File: config.mk
export PLATFORM = sky130hd
export DESIGN_NAME = flex_sensor_calibrate_and_map
export DESIGN_NICKNAME = d
export VERILOG_FILES = /design/src/sv/fscm_pkg.sv /design/src/sv/flex_sensor_calibrate_and_map.sv /design/src/sv/fscm_div.sv
export SDC_FILE = /design/constraint.sdc
export NUM_CORES = 2
export LEC_CHECK = 0
export BUFFER_PORTS_ARGS = -buffer_cell sky130_fd_sc_hd__buf_2
export CORE_MARGIN = 2
export CORE_UTILIZATION = 65
export DETAILED_ROUTE_END_ITERATION = 6
export GPL_ROUTABILITY_DRIVEN = 0
export PLACE_DENSITY = 0.87
export SYNTH_ARGS = -nofsm -noshare
export SYNTH_HDL_FRONTEND = slang
export SYNTH_SLANG_ARGS = --single-unit
File: constraint.sdc
create_clock -name i_clk -period 10 [get_ports i_clk]
set_input_delay 2.5 -clock i_clk [delete_from_list [all_inputs] [get_ports i_clk]]
set_output_delay 2.5 -clock i_clk [all_outputs]
set_load 0.02 [all_outputs]
File: src/sv/fscm_pkg.sv
// ----------------------------------------------------------------------------
// fscm_pkg
// Shared types and constants for the flex sensor calibrate-and-map block.
// ----------------------------------------------------------------------------
package fscm_pkg;

    localparam int CHANNELS   = 5;
    localparam int CH_IDX_W   = (CHANNELS > 1) ? $clog2(CHANNELS) : 1;

    localparam int SAMPLE_W   = 12;
    localparam int MV_W       = 12;
    localparam int ANGLE_W    = 8;
    localparam int CHAN_W     = 3;

    localparam logic [11:0] MV_SCALE   = 12'd3300;
    localparam logic [11:0] MAX_LIMIT  = 12'd3295;
    localparam logic [11:0] MIN_LIMIT  = 12'd5;
    localparam int          SPAN0_MIN  = 50;
    localparam int          SPAN_MIN   = 70;

    localparam logic [11:0] RST_MAX    = 12'd200;
    localparam logic [11:0] RST_MIN    = 12'd30;
    localparam logic [11:0] RST_SPAN   = 12'd70;

    // floor(x / 20) == (x * CUT_RECIP) >> 16 for x below 4115
    localparam logic [11:0] CUT_RECIP  = 12'd3277;

    localparam int DIV_NUM_W  = 23;
    localparam int DIV_DEN_W  = 16;
    localparam int DIV_CNT_W  = $clog2(DIV_NUM_W + 1);

    typedef enum logic [1:0] {
        KIND_MEASURE = 2'd0,
        KIND_CAL     = 2'd1,
        KIND_START   = 2'd2,
        KIND_CHECK   = 2'd3
    } t_kind;

    typedef enum logic [1:0] {
        ST_OK      = 2'd0,
        ST_SHORTED = 2'd1,
        ST_OPEN    = 2'd2,
        ST_WIDTH   = 2'd3
    } t_status;

    typedef enum logic [3:0] {
        S_IDLE,
        S_RD,
        S_EXEC,
        S_PREP,
        S_DIV,
        S_SCAN_RD,
        S_SCAN_EV,
        S_SCAN_END,
        S_CMT_RD,
        S_CMT_CALC,
        S_CMT_WR,
        S_DONE
    } t_state;

endpackage

File: src/sv/flex_sensor_calibrate_and_map.sv
// ----------------------------------------------------------------------------
// flex_sensor_calibrate_and_map
// Per-channel flex sensor conversion, calibration tracking and limit commit.
// ----------------------------------------------------------------------------
// Input channel (i_valid / o_ready) carries one item: kind, channel and a
// 12-bit ADC code. Output channel (o_valid / i_ready) returns exactly one
// transaction per item: millivolts, angle, check status and commit flag.
// Items are handled one at a time; o_ready is high while the sequencer idles,
// so the next item is accepted in the cycle after the result register loads.
// Per-channel limits live in a 5-entry active memory and tracked min/max in
// a 5-entry track memory, both read through a registered output.
// Steps from accept to result register:
//   start item, or sample on a channel out of range: straight to the result
//   calibration sample: read, update and write back
//   measure sample: read and clamp, done there for a zero span or a value
//   below min after the clamp, else the 23-step bit-serial divider
//   check item: a read and an evaluate step per channel for the scan, plus
//   read, cut and write per channel for the commit pass when it commits
// A finished result waits in the output register while the next item is
// accepted; a stalled receiver blocks only when a second result is ready.
// Reset restores active limits (max 200, min 30, span 70) through per-entry
// valid bits and clears the seeded flags; no clearing pass is needed.
// ----------------------------------------------------------------------------
module flex_sensor_calibrate_and_map (
    input  logic                          i_clk,
    input  logic                          i_rst_n,
    input  logic                          i_valid,
    output logic                          o_ready,
    input  logic [1:0]                    i_kind,
    input  logic [fscm_pkg::CHAN_W-1:0]   i_channel,
    input  logic [fscm_pkg::SAMPLE_W-1:0] i_raw_sample,
    output logic                          o_valid,
    input  logic                          i_ready,
    output logic [fscm_pkg::MV_W-1:0]     o_millivolts,
    output logic [fscm_pkg::ANGLE_W-1:0]  o_angle,
    output logic [1:0]                    o_check_status,
    output logic                          o_committed
);

    localparam int IW = fscm_pkg::CH_IDX_W;

    fscm_pkg::t_state r_state, n_state;

    // item registers
    fscm_pkg::t_kind            r_kind;
    logic [IW-1:0]              r_ch;
    logic [11:0]                r_mv;
    logic [7:0]                 r_angle;
    fscm_pkg::t_status          r_status;
    logic                       r_commit;

    // measure path
    logic [11:0]                r_d;
    logic                       r_seg;

    // scan / commit
    logic [IW-1:0]              r_idx;
    logic                       r_found;
    logic                       r_span0_bad;
    logic                       r_other_bad;
    logic [11:0]                r_cut;

    // output register
    logic                       r_o_valid;
    logic [11:0]                r_o_mv;
    logic [7:0]                 r_o_angle;
    logic [1:0]                 r_o_status;
    logic                       r_o_commit;

    // memories
    logic [35:0]                act_mem [fscm_pkg::CHANNELS];
    logic [23:0]                trk_mem [fscm_pkg::CHANNELS];
    logic [fscm_pkg::CHANNELS-1:0] r_act_vld;
    logic [fscm_pkg::CHANNELS-1:0] r_seeded;
    logic [35:0]                r_act_q;
    logic                       r_act_vld_q;
    logic [23:0]                r_trk_q;

    logic [IW-1:0]              rd_addr;
    logic                       accept;
    logic                       in_ch_ok;
    logic                       is_last;
    logic                       done_load;
    logic [23:0]                mv_prod;

    logic [11:0]                act_max, act_min, act_span;
    logic [11:0]                trk_max, trk_min;

    logic [11:0]                v_lo, v_cl;
    logic                       m_zero, m_neg;

    logic [16:0]                d20, s7;
    logic [15:0]                s13;
    logic [fscm_pkg::DIV_NUM_W-1:0] div_num;
    logic [fscm_pkg::DIV_DEN_W-1:0] div_den;
    logic                       seg_hi;
    logic                       div_start;
    logic                       div_done;
    logic [fscm_pkg::DIV_NUM_W-1:0] div_quo;
    logic [23:0]                a_full;

    logic [12:0]                diff;
    logic [11:0]                span12;
    logic [24:0]                cut_prod;
    logic [11:0]                new_max, new_min;
    logic [11:0]                cal_max, cal_min;

    // control decode
    logic                       trk_we;
    logic                       act_we;

    assign accept   = i_valid && o_ready;
    assign in_ch_ok = ({29'd0, i_channel} < fscm_pkg::CHANNELS);
    assign is_last  = (r_idx == IW'(fscm_pkg::CHANNELS - 1));
    assign mv_prod  = 24'(i_raw_sample) * 24'(fscm_pkg::MV_SCALE);
    assign done_load = (r_state == fscm_pkg::S_DONE) && (!r_o_valid || i_ready);

    // ---------------- next state ----------------
    always_comb begin
        n_state = r_state;
        unique case (r_state)
            fscm_pkg::S_IDLE: begin
                if (i_valid) begin
                    unique case (fscm_pkg::t_kind'(i_kind))
                        fscm_pkg::KIND_MEASURE,
                        fscm_pkg::KIND_CAL:   n_state = in_ch_ok ? fscm_pkg::S_RD
                                                                 : fscm_pkg::S_DONE;
                        fscm_pkg::KIND_START: n_state = fscm_pkg::S_DONE;
                        fscm_pkg::KIND_CHECK: n_state = fscm_pkg::S_SCAN_RD;
                        default:              n_state = fscm_pkg::S_DONE;
                    endcase
                end
            end
            fscm_pkg::S_RD:   n_state = fscm_pkg::S_EXEC;
            fscm_pkg::S_EXEC: begin
                if (r_kind == fscm_pkg::KIND_CAL || m_zero || m_neg) begin
                    n_state = fscm_pkg::S_DONE;
                end else begin
                    n_state = fscm_pkg::S_PREP;
                end
            end
            fscm_pkg::S_PREP: n_state = fscm_pkg::S_DIV;
            fscm_pkg::S_DIV:  if (div_done) n_state = fscm_pkg::S_DONE;
            fscm_pkg::S_SCAN_RD: n_state = fscm_pkg::S_SCAN_EV;
            fscm_pkg::S_SCAN_EV: n_state = is_last ? fscm_pkg::S_SCAN_END
                                                   : fscm_pkg::S_SCAN_RD;
            fscm_pkg::S_SCAN_END: begin
                if (r_found || r_span0_bad || r_other_bad) begin
                    n_state = fscm_pkg::S_DONE;
                end else begin
                    n_state = fscm_pkg::S_CMT_RD;
                end
            end
            fscm_pkg::S_CMT_RD:   n_state = fscm_pkg::S_CMT_CALC;
            fscm_pkg::S_CMT_CALC: n_state = fscm_pkg::S_CMT_WR;
            fscm_pkg::S_CMT_WR:   n_state = is_last ? fscm_pkg::S_DONE
                                                    : fscm_pkg::S_CMT_RD;
            fscm_pkg::S_DONE:     if (done_load) n_state = fscm_pkg::S_IDLE;
            default:              n_state = fscm_pkg::S_IDLE;
        endcase
    end

    // ---------------- state outputs ----------------
    always_comb begin
        o_ready   = (r_state == fscm_pkg::S_IDLE);
        trk_we    = (r_state == fscm_pkg::S_EXEC) && (r_kind == fscm_pkg::KIND_CAL);
        act_we    = (r_state == fscm_pkg::S_CMT_WR);
        div_start = (r_state == fscm_pkg::S_PREP);
        unique case (r_state)
            fscm_pkg::S_SCAN_RD, fscm_pkg::S_SCAN_EV,
            fscm_pkg::S_CMT_RD, fscm_pkg::S_CMT_CALC,
            fscm_pkg::S_CMT_WR: rd_addr = r_idx;
            default:            rd_addr = r_ch;
        endcase
    end

    always_ff @(posedge i_clk) begin
        if (!i_rst_n) begin
            r_state <= fscm_pkg::S_IDLE;
        end else begin
            r_state <= n_state;
        end
    end

    // ---------------- memories ----------------
    assign act_max  = r_act_vld_q ? r_act_q[35:24] : fscm_pkg::RST_MAX;
    assign act_min  = r_act_vld_q ? r_act_q[23:12] : fscm_pkg::RST_MIN;
    assign act_span = r_act_vld_q ? r_act_q[11:0]  : fscm_pkg::RST_SPAN;
    assign trk_max  = r_trk_q[23:12];
    assign trk_min  = r_trk_q[11:0];

    always_ff @(posedge i_clk) begin
        r_act_q     <= act_mem[rd_addr];
        r_act_vld_q <= r_act_vld[rd_addr];
        r_trk_q     <= trk_mem[rd_addr];
        if (act_we) begin
            act_mem[r_idx] <= {new_max, new_min, span12};
        end
        if (trk_we) begin
            trk_mem[r_ch] <= {cal_max, cal_min};
        end
    end

    always_ff @(posedge i_clk) begin
        if (!i_rst_n) begin
            r_act_vld <= '0;
            r_seeded  <= '0;
        end else begin
            if (act_we) begin
                r_act_vld[r_idx] <= 1'b1;
            end
            if (accept && (i_kind == fscm_pkg::KIND_START
                           || i_kind == fscm_pkg::KIND_CHECK)) begin
                r_seeded <= '0;
            end else if (trk_we) begin
                r_seeded[r_ch] <= 1'b1;
            end
        end
    end

    // ---------------- datapath ----------------
    // calibration update: seed on first sample, then widen
    always_comb begin
        if (!r_seeded[r_ch]) begin
            cal_max = r_mv;
            cal_min = r_mv;
        end else begin
            cal_max = (r_mv > trk_max) ? r_mv : trk_max;
            cal_min = (r_mv < trk_min) ? r_mv : trk_min;
        end
    end

    // clamp to active limits
    always_comb begin
        v_lo   = (r_mv < act_min) ? act_min : r_mv;
        v_cl   = (v_lo > act_max) ? act_max : v_lo;
        m_zero = (act_span == 12'd0);
        m_neg  = (v_cl < act_min);
    end

    // divider operands for the two segments
    always_comb begin
        d20    = 17'(r_d) * 17'd20;
        s7     = 17'(act_span) * 17'd7;
        s13    = 16'(act_span) * 16'd13;
        seg_hi = (d20 >= s7);
        if (seg_hi) begin
            div_num = fscm_pkg::DIV_NUM_W'(d20 - s7) * fscm_pkg::DIV_NUM_W'(90);
            div_den = s13;
        end else begin
            div_num = fscm_pkg::DIV_NUM_W'(r_d) * fscm_pkg::DIV_NUM_W'(1800);
            div_den = s7[15:0];
        end
    end

    assign a_full = 24'(div_quo) + (r_seg ? 24'd90 : 24'd0);

    fscm_div u_div (
        .i_clk   (i_clk),
        .i_rst_n (i_rst_n),
        .i_start (div_start),
        .i_num   (div_num),
        .i_den   (div_den),
        .o_done  (div_done),
        .o_quo   (div_quo)
    );

    // check and commit arithmetic
    always_comb begin
        diff     = {1'b0, trk_max} - {1'b0, trk_min};
        span12   = diff[11:0];
        cut_prod = 25'(13'(span12) + 13'd19) * 25'(fscm_pkg::CUT_RECIP);
        new_max  = (trk_max >= r_cut) ? trk_max - r_cut : 12'd0;
        new_min  = (trk_min >= r_cut) ? trk_min - r_cut : 12'd0;
    end

    always_ff @(posedge i_clk) begin
        unique case (r_state)
            fscm_pkg::S_IDLE: begin
                if (accept) begin
                    r_kind      <= fscm_pkg::t_kind'(i_kind);
                    r_ch        <= IW'(i_channel);
                    r_mv        <= (i_kind == fscm_pkg::KIND_MEASURE
                                    || i_kind == fscm_pkg::KIND_CAL) ? mv_prod[23:12]
                                                                     : 12'd0;
                    r_angle     <= 8'd0;
                    r_status    <= fscm_pkg::ST_OK;
                    r_commit    <= 1'b0;
                    r_idx       <= '0;
                    r_found     <= 1'b0;
                    r_span0_bad <= 1'b0;
                    r_other_bad <= 1'b0;
                end
            end
            fscm_pkg::S_EXEC: begin
                r_d <= v_cl - act_min;
                // below-min after clamp maps to zero degrees before the flip
                if (r_kind == fscm_pkg::KIND_MEASURE && !m_zero && m_neg) begin
                    r_angle <= 8'd180;
                end
            end
            fscm_pkg::S_PREP: r_seg <= seg_hi;
            fscm_pkg::S_DIV: begin
                if (div_done) begin
                    r_angle <= (a_full >= 24'd180) ? 8'd0 : 8'(24'd180 - a_full);
                end
            end
            fscm_pkg::S_SCAN_EV: begin
                if (!r_found) begin
                    if (trk_max > fscm_pkg::MAX_LIMIT) begin
                        r_found  <= 1'b1;
                        r_status <= fscm_pkg::ST_SHORTED;
                    end else if (trk_min < fscm_pkg::MIN_LIMIT) begin
                        r_found  <= 1'b1;
                        r_status <= fscm_pkg::ST_OPEN;
                    end
                end
                if (r_idx == '0) begin
                    if ($signed(diff) < 13'sd50) r_span0_bad <= 1'b1;
                end else begin
                    if ($signed(diff) < 13'sd70) r_other_bad <= 1'b1;
                end
                r_idx <= is_last ? '0 : r_idx + 1'b1;
            end
            fscm_pkg::S_SCAN_END: begin
                if (!r_found && r_span0_bad) r_status <= fscm_pkg::ST_WIDTH;
            end
            fscm_pkg::S_CMT_CALC: r_cut <= 12'(cut_prod[24:16]);
            fscm_pkg::S_CMT_WR: begin
                r_idx <= is_last ? '0 : r_idx + 1'b1;
                if (is_last) r_commit <= 1'b1;
            end
            default: ;
        endcase
    end

    // ---------------- output register ----------------
    always_ff @(posedge i_clk) begin
        if (!i_rst_n) begin
            r_o_valid <= 1'b0;
        end else if (done_load) begin
            r_o_valid <= 1'b1;
        end else if (i_ready) begin
            r_o_valid <= 1'b0;
        end
    end

    always_ff @(posedge i_clk) begin
        if (done_load) begin
            r_o_mv     <= r_mv;
            r_o_angle  <= (r_kind == fscm_pkg::KIND_MEASURE) ? r_angle : 8'd0;
            r_o_status <= r_status;
            r_o_commit <= r_commit;
        end
    end

    assign o_valid        = r_o_valid;
    assign o_millivolts   = r_o_mv;
    assign o_angle        = r_o_angle;
    assign o_check_status = r_o_status;
    assign o_committed    = r_o_commit;

endmodule

File: src/sv/fscm_div.sv
// ----------------------------------------------------------------------------
// fscm_div
// Restoring unsigned divider, one quotient bit per cycle.
// ----------------------------------------------------------------------------
module fscm_div (
    input  logic                               i_clk,
    input  logic                               i_rst_n,
    input  logic                               i_start,
    input  logic [fscm_pkg::DIV_NUM_W-1:0]     i_num,
    input  logic [fscm_pkg::DIV_DEN_W-1:0]     i_den,
    output logic                               o_done,
    output logic [fscm_pkg::DIV_NUM_W-1:0]     o_quo
);

    logic [fscm_pkg::DIV_NUM_W-1:0] r_quo;
    logic [fscm_pkg::DIV_DEN_W-1:0] r_rem;
    logic [fscm_pkg::DIV_DEN_W-1:0] r_den;
    logic [fscm_pkg::DIV_CNT_W-1:0] r_cnt;
    logic                           r_busy;
    logic                           r_done;

    logic [fscm_pkg::DIV_DEN_W:0]   trial;
    logic                           take;

    assign trial = {r_rem, r_quo[fscm_pkg::DIV_NUM_W-1]};
    assign take  = (trial >= {1'b0, r_den});

    always_ff @(posedge i_clk) begin
        if (!i_rst_n) begin
            r_busy <= 1'b0;
            r_done <= 1'b0;
            r_cnt  <= '0;
        end else begin
            r_done <= 1'b0;
            if (i_start) begin
                r_busy <= 1'b1;
                r_cnt  <= fscm_pkg::DIV_CNT_W'(fscm_pkg::DIV_NUM_W);
            end else if (r_busy) begin
                r_cnt <= r_cnt - 1'b1;
                if (r_cnt == fscm_pkg::DIV_CNT_W'(1)) begin
                    r_busy <= 1'b0;
                    r_done <= 1'b1;
                end
            end
        end
    end

    always_ff @(posedge i_clk) begin
        if (i_start) begin
            r_quo <= i_num;
            r_rem <= '0;
            r_den <= i_den;
        end else if (r_busy) begin
            // shift in the next numerator bit, subtract when it fits
            r_quo <= {r_quo[fscm_pkg::DIV_NUM_W-2:0], take};
            r_rem <= take ? fscm_pkg::DIV_DEN_W'(trial - {1'b0, r_den})
                          : trial[fscm_pkg::DIV_DEN_W-1:0];
        end
    end

    assign o_done = r_done;
    assign o_quo  = r_quo;

endmodule

==> reports/metrics.cfg <==
[outcome]
status=finished, violations left
violations=design-rule violations

[layout]
nets=3850
nFillCells=3435
antenna_cells=0
regArea_um2=14500
instances_no_fill=3996
fin_area_um2=38000
multi_input_area_um2=19100
area_growth_pct=8.10
drive_above_1_share_pct=8.58

[place]
dp.cells=3900
dpl_cell_area_um2=36200
dpl.hpwl_um=60100
port_buffers=45

[detailed_routing]
wl_per_cell_um=21.1
routed-via-count=25000
drc_errors=2
drt_first_pass_iters=7
wl_um=84200
viasPerCell=6.24
drt_iter0_markers=2096
route.antenna.remaining_nets=0

[clocking]
clkSinkCount=517
cts.repair.resized=0
postCtsSetupBuffers=0
numCtsBuffers=51
cts.clk_slew.worst_paths_ns=0.06
cts_max_level=2
cts_tree=done
cts_root_buffer=clkbuf_16
clk_path_buf_depth=3
clk_latency_ns=0.63
postCtsHoldBufs=0

[global_route]
track_usage_pct=30.4
grt_max_degree=124
grt_antenna_before_repair=2
gr-total-overflow=0
grt_first_pass_wirelength_um=135000
grt_pass1_vias=26100

[worst_setup_path]
r2r_slack_ns=1.39
worstReg2RegStart=r_trk_q[1]$_DFF_P_
startpoint=r_trk_q[1]$_DFF_P_
critical_path.endpoint=r_cut[8]$_DFFE_PP_
r2r_end=r_cut[8]$_DFFE_PP_
slowest_stage=xnor2_1
rr_worst_depth=25
crit_path_start_kind=flop
endpoint_kind=flop
cp_data_arrival_time_ns=8.98
required_ns=10.37
cp_slowest_stage_delay_ns=0.78
path_max_fanout=12
crit_type=reg -> reg

[yosys]
synth_top_area_share_pct=35.7
synth.area.top_cells=edfxtp_1, ha_1, fa_1, dfxtp_1, inv_1
synth_area_um2=35100
syn_inst=3217
synth_top_flop_cell=edfxtp_1
syn_avg_cell_area_um2=10.9
synth-edff-count=418
yosysTopAreaCell=edfxtp_1
synth_seq_cells=517
yosys.cell_types.count=81
yosys_warnings=0
syn_nets=3810
yosysSeqAreaShare_pct=41.4
async_flop_share_pct=0

[hold_path]
min_delay_path_depth=0
hold_path_class=reg -> reg

[die]
die_w_um=237
io_pins=46
die_y_um=237
core_um2=53600
start_util_pct=65.6
num_rows=85
die-area_um2=55900

[timing]
skew_ns=0.0229
finalHoldViolCount=0
finalSetupTns_ns=0
maxSlewHeadroom_pct=18.1
tightest_slew_ns=1.22
grt_setup_unrepaired=no
hold_ws_ns=0.425
setup_violations=0
slew_violations=0
fmax_mhz=116
fin_crit_sh_pct=86.1
layout_min_cycle_time_ns=8.61

[run]
max_cap_violations=0

-- metal layers --
| layer | global-route usage, % | routed length [um] |
|---|---|---|
| met1 | 36.4 | 31900 |
| met2 | 52.5 | 41700 |
| met3 | 4.62 | 5670 |
| met4 | 17.1 | 5030 |
| met5 | 0 | 13 |
-- critical path, delay by kind of cell (launching register included) --
family | cells | cell delay [ns]
flip-flops | 1 | 0.42
AND/OR/NAND/NOR | 6 | 1.53
AO/OA/AOI/OAI | 9 | 2.50
adder cells (fa/ha/maj) | 6 | 2.34
buffers and inverters | 1 | 0.12
XOR/XNOR | 3 | 1.44
-- sequential cells by signal (all words and copies together) (netlist names), 8 cells and up --
register	count
r_act_q	36
u_div.r_rem	16
u_div.r_den	16
trk_mem	120
r_trk_q	24
r_mv	12
act_mem	180
o_angle	8
r_angle	8
r_cut	9
r_d	12
u_div.o_quo	23
o_millivolts	12
-- cell type report --
type / instances / area share, %
clock buffer: 72 / 3.80
clock inverter: 24 / 0.903
multi-input combinational: 2280 / 50.3
sequential: 517 / 38.3
inverter: 338 / 3.34
timing repair buffer: 69 / 1.10
tap: 696 / 2.29
-- metrics by stage --
step / setup slack, ns / utilization, %
after detailed placement: 1.54 / 67.5
after CTS: 1.47 / 70.9
final: 1.39 / 70.9
after global routing: 0.810 / 70.9
after floorplan: 1.87 / -
after global placement: 1.81 / 67.5
-- worst min path at each step --
stage | from | end | slack (ns)
detailed placement | r_status[1]$_DFFE_PP_ | o_check_status[1]$_DFFE_PP_ | 0.41
floorplan | r_status[0]$_DFFE_PP_ | o_check_status[0]$_DFFE_PP_ | 0.40
global route | r_status[1]$_DFFE_PP_ | o_check_status[1]$_DFFE_PP_ | 0.42
CTS | r_status[1]$_DFFE_PP_ | o_check_status[1]$_DFFE_PP_ | 0.42
global placement | r_status[1]$_DFFE_PP_ | o_check_status[1]$_DFFE_PP_ | 0.41
finish | r_status[1]$_DFFE_PP_ | o_check_status[1]$_DFFE_PP_ | 0.42
-- cell usage in the layout, fill, tap and decap left out, types with 49 or more instances in the layout --
cell	n
inv_1	337
a21oi_1	199
clkbuf_16	51
edfxtp_1	418
nor2_1	221
xor2_1	58
xnor2_1	123
a21o_1	49
o21ai_0	166
ha_1	439
fa_1	133
mux2_2	84
mux2i_1	117
dfxtp_1	99
nand2_1	200
-- kinds of logic after synthesis --
group,synth area share [%]
compound gates,11.2
xor+xnor,4.51
fa+ha+maj,23.3
buf+inv,4.57
flops,41.4
mux,6.02
simple gates,9.07
-- cells in the mapped netlist, types with 58 or more instances --
library cell	instances
ha_1	439
edfxtp_1	418
inv_1	337
nor2_1	222
nand2_1	200
a21oi_1	199
o21ai_0	167
fa_1	133
xnor2_1	123
mux2i_1	117
dfxtp_1	99
mux2_2	84
clkbuf_1	68
xor2_1	58
Power is not shown: default switching activity piles up to over one toggle a cycle in this logic, so the estimate is an artifact.
